$ cat src/design/trre_pkg.sv
package trre_pkg;

	// Widths of the configuration port.
	localparam int CFG_INDEX_W = 2;
	localparam int CFG_DATA_W  = 32;

	// Defaults and reset values.
	localparam int        DEFAULT_BLOCK_SIZE = 512;
	localparam logic [15:0] RESET_SERVER_PORT = 16'd69;
	localparam logic [3:0]  RESET_RETRY_LIMIT = 4'd5;
	localparam logic [3:0]  RETRY_MAX         = 4'hF;

	// TFTP opcodes that the engine acts on.
	localparam logic [15:0] TFTP_DATA  = 16'd3;
	localparam logic [15:0] TFTP_ERROR = 16'd5;

	// Header bytes in front of the payload.
	localparam logic [15:0] HDR_BYTES = 16'd4;

	// Configuration register indexes.
	typedef enum logic [CFG_INDEX_W-1:0] {
		REG_SERVER_ADDR = 2'd0,
		REG_SERVER_PORT = 2'd1,
		REG_RETRY_LIMIT = 2'd2,
		REG_UNUSED      = 2'd3
	} cfg_reg_t;

	// Event kinds on the input channel.
	typedef enum logic [1:0] {
		OP_START    = 2'd0,
		OP_PACKET   = 2'd1,
		OP_TIMEOUT  = 2'd2,
		OP_RESERVED = 2'd3
	} op_t;

	// Result status codes.
	typedef enum logic [2:0] {
		STAT_WAITING    = 3'd0,
		STAT_DATA_OK    = 3'd1,
		STAT_SERVER_ERR = 3'd2,
		STAT_RETRY_OUT  = 3'd3,
		STAT_WRONG_SRV  = 3'd4,
		STAT_BAD_BLOCK  = 3'd5,
		STAT_SHORT      = 3'd6,
		STAT_INACTIVE   = 3'd7
	} status_t;

	// Packet to transmit.
	typedef enum logic [1:0] {
		SEND_NONE = 2'd0,
		SEND_RRQ  = 2'd1,
		SEND_ACK  = 2'd2
	} send_kind_t;

	// Session state.
	typedef enum logic {
		SESS_IDLE   = 1'b0,
		SESS_ACTIVE = 1'b1
	} sess_state_t;

	typedef struct packed {
		logic [1:0]  operation;
		logic [15:0] pkt_opcode;
		logic [15:0] pkt_word;
		logic [15:0] pkt_length;
		logic [31:0] src_addr;
		logic [15:0] src_port;
	} in_item_t;

	typedef struct packed {
		logic [2:0]  status;
		logic [1:0]  send_kind;
		logic [15:0] send_block;
		logic [15:0] dest_port;
		logic [9:0]  data_length;
		logic        last_block;
		logic [15:0] error_code;
	} out_item_t;

	typedef struct packed {
		logic [31:0] server_addr;
		logic [15:0] server_port;
		logic [3:0]  retry_limit;
	} cfg_t;

	typedef struct packed {
		sess_state_t state;
		logic [15:0] block_number;
		logic [15:0] peer_port;
		logic [3:0]  retry_count;
	} sess_t;

endpackage

$ cat src/design/trre_if.sv
// Input event channel.
interface trre_in_if;
	import trre_pkg::*;

	logic     valid;
	logic     ready;
	in_item_t data;

	modport source (output valid, output data, input ready);
	modport sink   (input valid, input data, output ready);
endinterface

// Result channel.
interface trre_out_if;
	import trre_pkg::*;

	logic      valid;
	logic      ready;
	out_item_t data;

	modport source (output valid, output data, input ready);
	modport sink   (input valid, input data, output ready);
endinterface

$ cat src/design/trre_cfg.sv
module trre_cfg (
	input  logic                           clk,
	input  logic                           arst_n,
	input  logic                           cfg_we,
	input  logic [trre_pkg::CFG_INDEX_W-1:0] cfg_index,
	input  logic [trre_pkg::CFG_DATA_W-1:0]  cfg_wdata,
	output trre_pkg::cfg_t                 cfg
);
	import trre_pkg::*;

	cfg_t cfg_q;

	// Register file; writes to an unused index are dropped.
	always_ff @(posedge clk or negedge arst_n) begin
		if (!arst_n) begin
			cfg_q.server_addr <= '0;
			cfg_q.server_port <= RESET_SERVER_PORT;
			cfg_q.retry_limit <= RESET_RETRY_LIMIT;
		end else if (cfg_we) begin
			case (cfg_reg_t'(cfg_index))
				REG_SERVER_ADDR: cfg_q.server_addr <= cfg_wdata;
				REG_SERVER_PORT: cfg_q.server_port <= cfg_wdata[15:0];
				REG_RETRY_LIMIT: cfg_q.retry_limit <= cfg_wdata[3:0];
				default: ;
			endcase
		end
	end

	assign cfg = cfg_q;

endmodule

$ cat src/design/trre_step.sv
module trre_step #(
	parameter int BLOCK_SIZE = trre_pkg::DEFAULT_BLOCK_SIZE
) (
	input  trre_pkg::in_item_t  item,
	input  trre_pkg::cfg_t      cfg,
	input  trre_pkg::sess_t     sess,
	output trre_pkg::sess_t     sess_next,
	output trre_pkg::out_item_t res
);
	import trre_pkg::*;

	localparam logic [15:0] BLK = 16'(BLOCK_SIZE);

	logic [3:0]  retry_inc;
	logic        retry_out;
	logic [15:0] expect_blk;
	logic [15:0] payload;
	logic        short_pl;
	logic [15:0] dlen;

	// Shared retry bookkeeping; the counter saturates at its maximum.
	assign retry_inc  = (sess.retry_count != RETRY_MAX) ? sess.retry_count + 4'd1
	                                                     : sess.retry_count;
	assign retry_out  = (retry_inc >= cfg.retry_limit);
	assign expect_blk = sess.block_number + 16'd1;
	assign payload    = item.pkt_length - HDR_BYTES;
	assign short_pl   = (payload < BLK);
	assign dlen       = short_pl ? payload : BLK;

	// One event advances the session by at most one step.
	always_comb begin
		sess_next = sess;
		res       = '0;
		case (op_t'(item.operation))
			OP_START: begin
				sess_next.state        = SESS_ACTIVE;
				sess_next.block_number = '0;
				sess_next.retry_count  = '0;
				sess_next.peer_port    = cfg.server_port;
				res.status             = STAT_WAITING;
				res.send_kind          = SEND_RRQ;
				res.dest_port          = cfg.server_port;
			end
			OP_TIMEOUT: begin
				if (sess.state != SESS_ACTIVE) begin
					res.status = STAT_INACTIVE;
				end else begin
					sess_next.retry_count = retry_inc;
					if (retry_out) begin
						sess_next.state = SESS_IDLE;
						res.status      = STAT_RETRY_OUT;
					end else if (sess.block_number == '0) begin
						res.send_kind = SEND_RRQ;
						res.dest_port = sess.peer_port;
					end else begin
						res.send_kind  = SEND_ACK;
						res.send_block = sess.block_number;
						res.dest_port  = sess.peer_port;
					end
				end
			end
			OP_PACKET: begin
				if (sess.state != SESS_ACTIVE) begin
					res.status = STAT_INACTIVE;
				end else if (item.pkt_length < HDR_BYTES) begin
					sess_next.state = SESS_IDLE;
					res.status      = STAT_SHORT;
				end else if (item.src_addr != cfg.server_addr) begin
					sess_next.state = SESS_IDLE;
					res.status      = STAT_WRONG_SRV;
				end else begin
					// The server's reply port is adopted before the opcode check.
					sess_next.peer_port = item.src_port;
					if (item.pkt_opcode == TFTP_ERROR) begin
						sess_next.state = SESS_IDLE;
						res.status      = STAT_SERVER_ERR;
						res.error_code  = item.pkt_word;
					end else if (item.pkt_opcode == TFTP_DATA &&
					             item.pkt_word == expect_blk) begin
						sess_next.block_number = item.pkt_word;
						sess_next.retry_count  = '0;
						if (short_pl) begin
							sess_next.state = SESS_IDLE;
						end
						res.status      = STAT_DATA_OK;
						res.send_kind   = SEND_ACK;
						res.send_block  = item.pkt_word;
						res.dest_port   = item.src_port;
						res.data_length = dlen[9:0];
						res.last_block  = short_pl;
					end else if (item.pkt_opcode == TFTP_DATA &&
					             item.pkt_word != sess.block_number) begin
						sess_next.state = SESS_IDLE;
						res.status      = STAT_BAD_BLOCK;
					end else begin
						// Duplicate block resends and a foreign opcode waits; both count as a retry.
						sess_next.retry_count = retry_inc;
						if (retry_out) begin
							sess_next.state = SESS_IDLE;
							res.status      = STAT_RETRY_OUT;
						end else if (item.pkt_opcode != TFTP_DATA) begin
							res.status = STAT_WAITING;
						end else if (sess.block_number == '0) begin
							res.send_kind = SEND_RRQ;
							res.dest_port = item.src_port;
						end else begin
							res.send_kind  = SEND_ACK;
							res.send_block = sess.block_number;
							res.dest_port  = item.src_port;
						end
					end
				end
			end
			default: begin
				res.status = (sess.state == SESS_ACTIVE) ? STAT_WAITING : STAT_INACTIVE;
			end
		endcase
	end

endmodule

$ cat src/design/tftp_read_receive_engine_unit.sv
// TFTP read-transfer receive engine, client side.
//
// Events enter on in_ch (start, received packet header, response timeout) and
// each one gives exactly one result on out_ch: a status, the packet to send
// (read request or ACK with its block number and destination port), the
// accepted payload length and last-block flag, and the server's error code.
// Configuration (server address, server port, retry limit) is written through
// cfg_we/cfg_index/cfg_wdata; the user must write it only while no event is in
// flight, and the block itself does not enforce this.
//
// An event taken from in_ch lands in the input register; its result is
// computed by single-level compare-and-update logic and loaded into the result
// register once that register is free or drains, which raises out_ch.valid.
// One event per cycle is sustained while out_ch does not stall: the session
// state register is updated when the result is loaded, ready for the following event.
// If out_ch is stalled, the result register holds and the input register
// fills; in_ch.ready then falls until the result is taken.
// Reset (arst_n low) empties both registers, sets the session idle with block
// number, peer port and retry count zero, and restores the configuration
// defaults (server port 69, retry limit 5).
module tftp_read_receive_engine_unit #(
	parameter int BLOCK_SIZE = trre_pkg::DEFAULT_BLOCK_SIZE
) (
	input  logic                             clk,
	input  logic                             arst_n,
	input  logic                             cfg_we,
	input  logic [trre_pkg::CFG_INDEX_W-1:0] cfg_index,
	input  logic [trre_pkg::CFG_DATA_W-1:0]  cfg_wdata,
	trre_in_if.sink                          in_ch,
	trre_out_if.source                       out_ch
);
	import trre_pkg::*;

	cfg_t      cfg;
	in_item_t  item_s1;
	logic      valid_s1;
	out_item_t res_s2;
	logic      valid_s2;
	sess_t     sess_q;
	sess_t     sess_next;
	out_item_t res_next;
	logic      adv;

	trre_cfg u_cfg (
		.clk       (clk),
		.arst_n    (arst_n),
		.cfg_we    (cfg_we),
		.cfg_index (cfg_index),
		.cfg_wdata (cfg_wdata),
		.cfg       (cfg)
	);

	trre_step #(
		.BLOCK_SIZE (BLOCK_SIZE)
	) u_step (
		.item      (item_s1),
		.cfg       (cfg),
		.sess      (sess_q),
		.sess_next (sess_next),
		.res       (res_next)
	);

	// The input register moves on whenever the result register is free or drains.
	assign adv         = valid_s1 && (!valid_s2 || out_ch.ready);
	assign in_ch.ready = !valid_s1 || adv;

	// Input register.
	always_ff @(posedge clk or negedge arst_n) begin
		if (!arst_n) begin
			valid_s1 <= 1'b0;
		end else if (in_ch.ready) begin
			valid_s1 <= in_ch.valid;
		end
	end

	always_ff @(posedge clk) begin
		if (in_ch.valid && in_ch.ready) begin
			item_s1 <= in_ch.data;
		end
	end

	// Result register.
	always_ff @(posedge clk or negedge arst_n) begin
		if (!arst_n) begin
			valid_s2 <= 1'b0;
		end else if (adv) begin
			valid_s2 <= 1'b1;
		end else if (out_ch.ready) begin
			valid_s2 <= 1'b0;
		end
	end

	always_ff @(posedge clk) begin
		if (adv) begin
			res_s2 <= res_next;
		end
	end

	// Session state advances with each event that reaches the result register.
	always_ff @(posedge clk or negedge arst_n) begin
		if (!arst_n) begin
			sess_q.state        <= SESS_IDLE;
			sess_q.block_number <= '0;
			sess_q.peer_port    <= '0;
			sess_q.retry_count  <= '0;
		end else if (adv) begin
			sess_q <= sess_next;
		end
	end

	assign out_ch.valid = valid_s2;
	assign out_ch.data  = res_s2;

	// A start always leaves the session active with a fresh block count.
	a_start_activates: assert property (@(posedge clk) disable iff (!arst_n)
		adv && item_s1.operation == OP_START |=>
			sess_q.state == SESS_ACTIVE && sess_q.block_number == '0)
		else $error("start did not activate the session");

	// Events other than start leave an idle session untouched.
	a_idle_holds: assert property (@(posedge clk) disable iff (!arst_n)
		adv && sess_q.state == SESS_IDLE && item_s1.operation != OP_START |=>
			$stable(sess_q))
		else $error("idle session changed");

	// A held event is never dropped while the result side is stalled.
	a_no_loss: assert property (@(posedge clk) disable iff (!arst_n)
		valid_s1 && !adv |=> valid_s1 && $stable(item_s1))
		else $error("pending event lost");

	// An accepted block always carries an ACK of that block.
	a_ack_on_data: assert property (@(posedge clk) disable iff (!arst_n)
		adv && res_next.status == STAT_DATA_OK |=>
			res_s2.send_kind == SEND_ACK && res_s2.send_block == sess_q.block_number)
		else $error("accepted block not acknowledged");

	// A timeout that keeps the session going leaves the retry count under the limit.
	a_retry_bound: assert property (@(posedge clk) disable iff (!arst_n)
		adv && sess_next.state == SESS_ACTIVE && item_s1.operation == OP_TIMEOUT |->
			sess_next.retry_count < cfg.retry_limit)
		else $error("retry count passed its limit");

endmodule
$ cat src/flat_wrapper.sv
// flat-port wrapper written by rule: the top's interface ports become plain ports
module tftp_read_receive_engine_unit_flat import trre_pkg::*;
#(
	parameter int BLOCK_SIZE = trre_pkg::DEFAULT_BLOCK_SIZE
)
  (clk, arst_n, cfg_we, cfg_index, cfg_wdata, in_ch_valid, in_ch_data, in_ch_ready, out_ch_valid, out_ch_data, out_ch_ready);
  trre_in_if in_ch_i ();
  trre_out_if out_ch_i ();
  input  logic clk;
  input  logic arst_n;
  input  logic cfg_we;
  input  logic [trre_pkg::CFG_INDEX_W-1:0] cfg_index;
  input  logic [trre_pkg::CFG_DATA_W-1:0] cfg_wdata;
  input wire logic [$bits(in_ch_i.valid)-1:0] in_ch_valid;
  input wire logic [$bits(in_ch_i.data)-1:0] in_ch_data;
  output wire logic [$bits(in_ch_i.ready)-1:0] in_ch_ready;
  output wire logic [$bits(out_ch_i.valid)-1:0] out_ch_valid;
  output wire logic [$bits(out_ch_i.data)-1:0] out_ch_data;
  input wire logic [$bits(out_ch_i.ready)-1:0] out_ch_ready;
  assign in_ch_i.valid = in_ch_valid;
  assign in_ch_i.data = in_ch_data;
  assign in_ch_ready = in_ch_i.ready;
  assign out_ch_valid = out_ch_i.valid;
  assign out_ch_data = out_ch_i.data;
  assign out_ch_i.ready = out_ch_ready;
  tftp_read_receive_engine_unit #(.BLOCK_SIZE(BLOCK_SIZE)) u_core (.clk(clk), .arst_n(arst_n), .cfg_we(cfg_we), .cfg_index(cfg_index), .cfg_wdata(cfg_wdata), .in_ch(in_ch_i), .out_ch(out_ch_i));
endmodule
$ cat config.mk
export PLATFORM = sky130hd
export DESIGN_NAME = tftp_read_receive_engine_unit_flat
export DESIGN_NICKNAME = d
export VERILOG_FILES = /design/src/design/trre_pkg.sv /design/src/design/trre_if.sv /design/src/design/trre_cfg.sv /design/src/design/trre_step.sv /design/src/design/tftp_read_receive_engine_unit.sv /design/src/flat_wrapper.sv
export SDC_FILE = /design/constraint.sdc
export NUM_CORES = 1
export LEC_CHECK = 0
export BUFFER_PORTS_ARGS = -buffer_cell sky130_fd_sc_hd__buf_2
export CORE_MARGIN = 2
export CORE_UTILIZATION = 31
export CTS_CLUSTER_SIZE = 25
export DETAILED_ROUTE_END_ITERATION = 7
export SYNTH_ARGS = -nofsm -noshare
export SYNTH_HDL_FRONTEND = slang
export SYNTH_SLANG_ARGS = --single-unit
$ cat constraint.sdc
create_clock -name clk -period 4.6 [get_ports clk]
set_input_delay 0.69 -clock clk [delete_from_list [all_inputs] [get_ports clk]]
set_output_delay 0.69 -clock clk [all_outputs]
set_load 0.01 [all_outputs]
==> results of run 1 <==
cells in the final DEF (no fill, tap or decap), types with 18 or more instances in the layout:
cell and instances:
xor2_1 49, nor2_1 41, edfxtp_1 162, buf_2 201, a22o_1 32, dfrtp_1 86
nor4_1 21, a31oi_1 18, clkbuf_16 28, nand2_1 50, mux2_2 52, inv_1 21
path summary, 6_finish.rpt:
check	from	endpoint	slack [ps]
worst max-delay path	u_core.sess_q[0]$_DFFE_PN0P_	u_core.out_ch.data[57]$_DFFE_PP_	920
worst min-delay path	arst_n	u_core.u_cfg.cfg[50]$_DFFE_PN0P_	250
worst max register to register	u_core.sess_q[0]$_DFFE_PN0P_	u_core.out_ch.data[57]$_DFFE_PP_	920
worst min register to register	u_core.valid_s1$_DFFE_PN0N_	u_core.out_ch.valid$_DFFE_PN0P_	490
max in group asynchronous	arst_n	u_core.u_cfg.cfg[4]$_DFFE_PN1P_	3380
min in group clk	in_ch_data[10]	u_core.item_s1[10]$_DFFE_PP_	300
logic make-up (layout without fill, tap and decap cells):
group | count (synthesis) | after routing
other | 0 | 4
xor gates and xnor gates | 59 | 59
AOI/OAI and AO/OA | 130 | 130
adders and majority gates | 12 | 12
and+or+nand+nor | 211 | 211
buffers and inverters | 59 | 286
DFF | 253 | 253
muxes | 55 | 55
final cells by class:
type                       instances  area (sq um)  share of cell area [%]
antenna                            4          10.0                  0.0759
sequential                       253          7150                    54.2
clock inverter                    20           185                    1.40
multi-input combinational        467          3390                    25.7
clock buffer                      31           722                    5.47
inverter                          23          86.3                   0.654
timing repair buffer             212          1090                    8.25
tap                              455           569                    4.31
per-layer routing:
layer  part of all wire (%)  wire length [um]  vias up  global-route usage (%)
li1                       -                 -     3351                       -
met3                    6.4              1630       45                    3.13
met1                     45             11700     3431                    19.4
met4                    2.1               548       10                    3.76
met5                   0.22                57        -                       0
met2                     46             11800      257                    21.8
registers in the layout, summed over array words and instances (netlist names):
register             flops
u_core.valid_s1          1
u_core.out_ch.data      64
u_core.sess_q           37
u_core.u_cfg.cfg        52
u_core.out_ch.valid      1
u_core.item_s1          98
critical path, cell delays in order, from the launching register on:
cell and delay (ps):
dfrtp_1 420, ha_1 240, nand3_1 140, xnor2_1 220, ha_1 260, nand2b_1 140, a21o_1 180, a21o_1 170
a21oi_1 370, nand2b_1 130, o31ai_2 290, and3_1 700, a22o_1 260
stage by stage:
step	hold slack, ps	total power, mW
after floorplan	394	3.23
after global placement	469	3.47
after detailed placement	489	3.49
after CTS	267	5.69
after global routing	273	5.87
final	246	5.62
power breakdown:
group | switching [mW] | internal (mW) | total (mW)
Clock | 0.934 | 1.25 | 2.18
Sequential | 0.149 | 2.70 | 2.85
Combinational | 0.313 | 0.275 | 0.588
Total | 1.40 | 4.22 | 5.62
==> run_results.csv, run 1 <==
group,metric,value,unit
final_layout,syn_to_final_growth,22.2,%
yosys,synth_compound_area_share,8.97,%
yosys,netlist_area,0.0108,sq mm
yosys,synthXorXnorAreaFrac,4.78,%
yosys,synth_edf_count,162,
job,maxCapViolCount,0,
yosys,yosysWarnings,0,
setup_path,critPathCaptureType,"flip-flop",
detailed_routing,viasPerCell,4.84,
clock_network,post_cts_buffers,0,
detailed_routing,drt_wl_total,25700,um
yosys,synth-simple-area-share,10.4,%
final_layout,layout.cells.non_filler,1465,
clock_network,clockRootBuffer,"clkbuf_16",
final_layout,fin_area,0.0132,sq mm
final_layout,post-route-util,38.3,%
floorplan,design.die.area,0.0363,sq mm
detailed_routing,drt_first_pass_iters,6,
yosys,synth.avg_cell_area,13.9,sq um
yosys,synth_nets,928,
place,io_buffer_count,202,
power,p_leak,5.33,nW
yosys,synth_top_cell_area_share,45.0,%
grt,antenna_found_initial,8,
detailed_routing,drt_iter0_markers,534,
place,placed_cells,1410,
clock_network,htree_levels,1,
clock_network,clock_latency,570,ps
clock_network,clk_pin_slew,60,ps
detailed_routing,vias,7094,
yosys,synthTopCellsByCount,"edfxtp_1, dfrtp_1, mux2_2",
clock_network,numCtsBuffers,28,
power,peakVddDrop,283,uV
grt,grt_overflow_total,0,
yosys,async_flop_share,36.0,%
timing,fmax,272,MHz
yosys,ys_seq_area_share,66.2,%
grt,grt_pass1_wl,39300,um
timing,relSlewSlack,25.0,%
setup_path,r2r_cells,12,
timing,period_share,79.9,%
timing,hold_violations,0,
floorplan,rows,68,
yosys,yosysUniqueCellTypes,66,
run_status,status,"complete, no violations",
floorplan,core-area,0.0345,sq mm
yosys,synthFlopType,"edfxtp_1",
timing,slew_viol_final,0,
floorplan,die_h,191,um
floorplan,io_pins,203,
yosys,yosysMostFrequentCell,"edfxtp_1",
grt,grt_util_all_layers,13.9,%
yosys,synthAdderAreaFrac,1.39,%
setup_path,cp.required,5020,ps
clock_network,cts_resized,0,
clock_network,cts_tree,"yes",
timing,period_needed,3680,ps
clock_network,clk_path_buf_depth,3,
yosys,synth_top_family_by_area,"simple AND/OR/NAND/NOR gates",
grt,grt_pass1_vias,6981,
yosys,muxShareOfSynthArea,5.71,%
setup_path,worstSetupPathType,"flip-flop to flip-flop",
detailed_routing,final_antenna_net_count,0,
final_layout,nets,1134,
final_layout,n_fill_cell,3313,
power,powerDensity,426,mW/mm^2
place,dpl_cell_area,0.0123,sq mm
yosys,ys_ff_latch,253,
place,gp_congestion,0.832,
setup_path,arrival,4090,ps
detailed_routing,wire_per_inst,17.5,um
place,hpwlAfterDp,18000,um
grt,grt_max_degree,65,
detailed_routing,drc,0,
final_layout,drive_above_1_share,32.8,%
place,dp_worst_setup_slack,895,ps
yosys,synth_area_leaders,"edfxtp_1, dfrtp_1, mux2_2",
clock_network,cts.sinks,253,
floorplan,start_util,31.3,%
clock_network,ctsHoldBuffers,0,
min_path,hold_class,"primary input to asynchronous set/reset pin",
yosys,synth_area_leader_cell,"edfxtp_1",
setup_path,cp-start-kind,"flip-flop",
timing,finalWorstSetupSlack,923,ps
timing,finalSetupTns,0,ps
setup_path,worst-path-max-fanout,16,
timing,worst_pin_slew,1120,ps
timing,setup_viol,0,
timing,fin_skew,25.0,ps
yosys,netlist_instances,779,
timing,rsz0062_at_grt,"false",
floorplan,die_x,191,um
No activity file was read; power rests on OpenSTA's default activity.
==> run 2: changes to the inputs <==
==> constraint.sdc (replaced) <==
create_clock -name clk -period 3.7 [get_ports clk]
set_input_delay 0.555 -clock clk [delete_from_list [all_inputs] [get_ports clk]]
set_output_delay 0.555 -clock clk [all_outputs]
set_load 0.01 [all_outputs]
==> run 2 against run 1 <==
Effect of this change: clock skew shrank 7.6 ps; cell area rose by 0.69%; utilization is 0.27 points higher; combinational power rose by 24%; setup slack lost 660 ps; sequential power rose by 24%; wire length grew 0.97%; cell count increased by 0.34%; register-to-register slack got worse by 660 ps; sequential cell count unchanged; count of clock-buffer cells in the layout is 5 higher; largest cell class unchanged.
==> run_results.csv, run 2 (synthesis gave the netlist of run 1 again) <==
group,metric,value,unit
run_status,status,"complete, no violations",
final_layout,drive_above_1_share,33.1,%
timing,holdWs,136,ps
grt,grt_util_all_layers,14.1,%
final_layout,regMostFlops,"u_core.item_s1",
clock_network,htree_levels,1,
setup_path,crit_path_end,"u_core.out_ch.data[33]$_DFFE_PP_",
power,p_leak,5.38,nW
floorplan,rows,68,
place,dpl_cell_area,0.0123,sq mm
final_layout,syn_to_final_growth,23.0,%
detailed_routing,wl_met3,1770,um
grt,grt_pass1_wl,40100,um
power,p_total,7.15,mW
timing,fin_skew,17.3,ps
setup_path,critPathCaptureType,"flip-flop",
timing,period_needed,3440,ps
grt,grt_max_degree,67,
clock_network,clockRootBuffer,"clkbuf_16",
power,peakVddDrop,313,uV
final_layout,final_cell_mix,"buf_2, edfxtp_1, dfrtp_1, mux2_2, nand2_1",
detailed_routing,vias,7136,
min_path,hold_class,"primary input to asynchronous set/reset pin",
final_layout,final_common_cell,"buf_2",
floorplan,die_h,191,um
final_layout,layout.cells.non_filler,1470,
timing,fmax,291,MHz
timing,period_share,93.0,%
grt,grt_pass1_vias,7145,
timing,hold_violations,0,
setup_path,worst-path-max-fanout,16,
timing,setup_viol,0,
setup_path,arrival,3820,ps
detailed_routing,final_antenna_net_count,0,
place,placed_cells,1414,
setup_path,reg2reg_to,"u_core.out_ch.data[33]$_DFFE_PP_",
setup_path,path_cells,"ha_1, nand3_1, xnor2_1, ha_1, nand2b_1, a21o_1, a21o_1, a21oi_1, and3_1, a22oi_1, o22ai_1",
timing,worst_pin_slew,971,ps
detailed_routing,drt_wl_total,26000,um
floorplan,core-area,0.0345,sq mm
final_layout,fin_area,0.0133,sq mm
detailed_routing,drt_first_pass_iters,5,
timing,finalSetupTns,0,ps
final_layout,nets,1139,
setup_path,worstSetupPathType,"flip-flop to flip-flop",
final_layout,largest_reg_flops,98,
clock_network,cts_tree,"yes",
detailed_routing,dr_wl_met2,11900,um
final_layout,post-route-util,38.6,%
timing,rsz0062_at_grt,"false",
clock_network,post_cts_buffers,0,
place,io_buffer_count,202,
clock_network,clock_latency,550,ps
grt,antenna_found_initial,7,
clock_network,ctsHoldBuffers,0,
clock_network,clk_path_buf_depth,3,
place,hpwlAfterDp,18100,um
floorplan,start_util,31.3,%
job,maxCapViolCount,0,
detailed_routing,drt_iter0_markers,414,
setup_path,cp-start-kind,"flip-flop",
clock_network,cts.sinks,253,
clock_network,numCtsBuffers,29,
detailed_routing,topRoutingLayerUsed,"met5",
setup_path,worstReg2RegStart,"u_core.sess_q[0]$_DFFE_PN0P_",
detailed_routing,drc,0,
clock_network,clk_pin_slew,60,ps
grt,grt_overflow_total,0,
detailed_routing,wire_per_inst,17.7,um
timing,slew_viol_final,0,
timing,relSlewSlack,35.3,%
setup_path,critical-path-max-stage-delay,700,ps
power,powerDensity,538,mW/mm^2
floorplan,die_x,191,um
setup_path,r2r_cells,11,
clock_network,cts_resized,0,
setup_path,critPathLaunch,"u_core.sess_q[0]$_DFFE_PN0P_",
setup_path,r2r_slack,260,ps
setup_path,slowest_stage,"and3_1",
floorplan,io_pins,203,
timing,finalWorstSetupSlack,261,ps
place,dp_worst_setup_slack,326,ps
setup_path,cp.required,4080,ps
detailed_routing,wl_met1,11700,um
place,gp_congestion,0.850,
floorplan,design.die.area,0.0363,sq mm
detailed_routing,viasPerCell,4.85,
-- run 2: layout make-up --
cell class,instances,area (sq um)
repair buffers,216,1130
flip-flops and latches,253,7150
well taps,455,569
multi-input cells,467,3390
clock buffers,36,782
diodes,2,5.00
clock inverters,18,179
fillers,3316,21200
inverters,23,86.3
-- run 2: worst min path at each step --
stage / start / end / slack, ps / cells after the start
4_1_cts: in_ch_data[39] / u_core.item_s1[39]$_DFFE_PP_ / 140 / 1
3_3_place_gp: u_core.valid_s1$_DFFE_PN0N_ / u_core.out_ch.valid$_DFFE_PN0P_ / 470 / 1
2_1_floorplan: arst_n / u_core.out_ch.valid$_DFFE_PN0P_ / 260 / 0
3_5_place_dp: u_core.valid_s1$_DFFE_PN0N_ / u_core.out_ch.valid$_DFFE_PN0P_ / 490 / 1
5_1_grt: in_ch_data[23] / u_core.item_s1[23]$_DFFE_PP_ / 140 / 1
6_report: arst_n / u_core.u_cfg.cfg[30]$_DFFE_PN0P_ / 140 / 1
-- run 2: critical path: cells and delay by family (launching register included) --
family          cells  cell delay, ps
xor+xnor            1             240
simple gates        3            1010
fa+ha+maj           2             500
compound gates      5            1110
flops               1             410
-- run 2: routing by layer --
metal / global-route usage [%] / vias to the layer above
met3: 3.55 / 50
met5: 0 / -
li1: - / 3358
met2: 22.6 / 239
met1: 19.2 / 3479
met4: 3.40 / 10
-- run 2: report_power, final --
group          leakage [nW]  internal (mW)  switching (mW)
logic                  2.23          0.342           0.390
registers              2.68           3.35           0.187
clock network         0.471           1.71            1.17
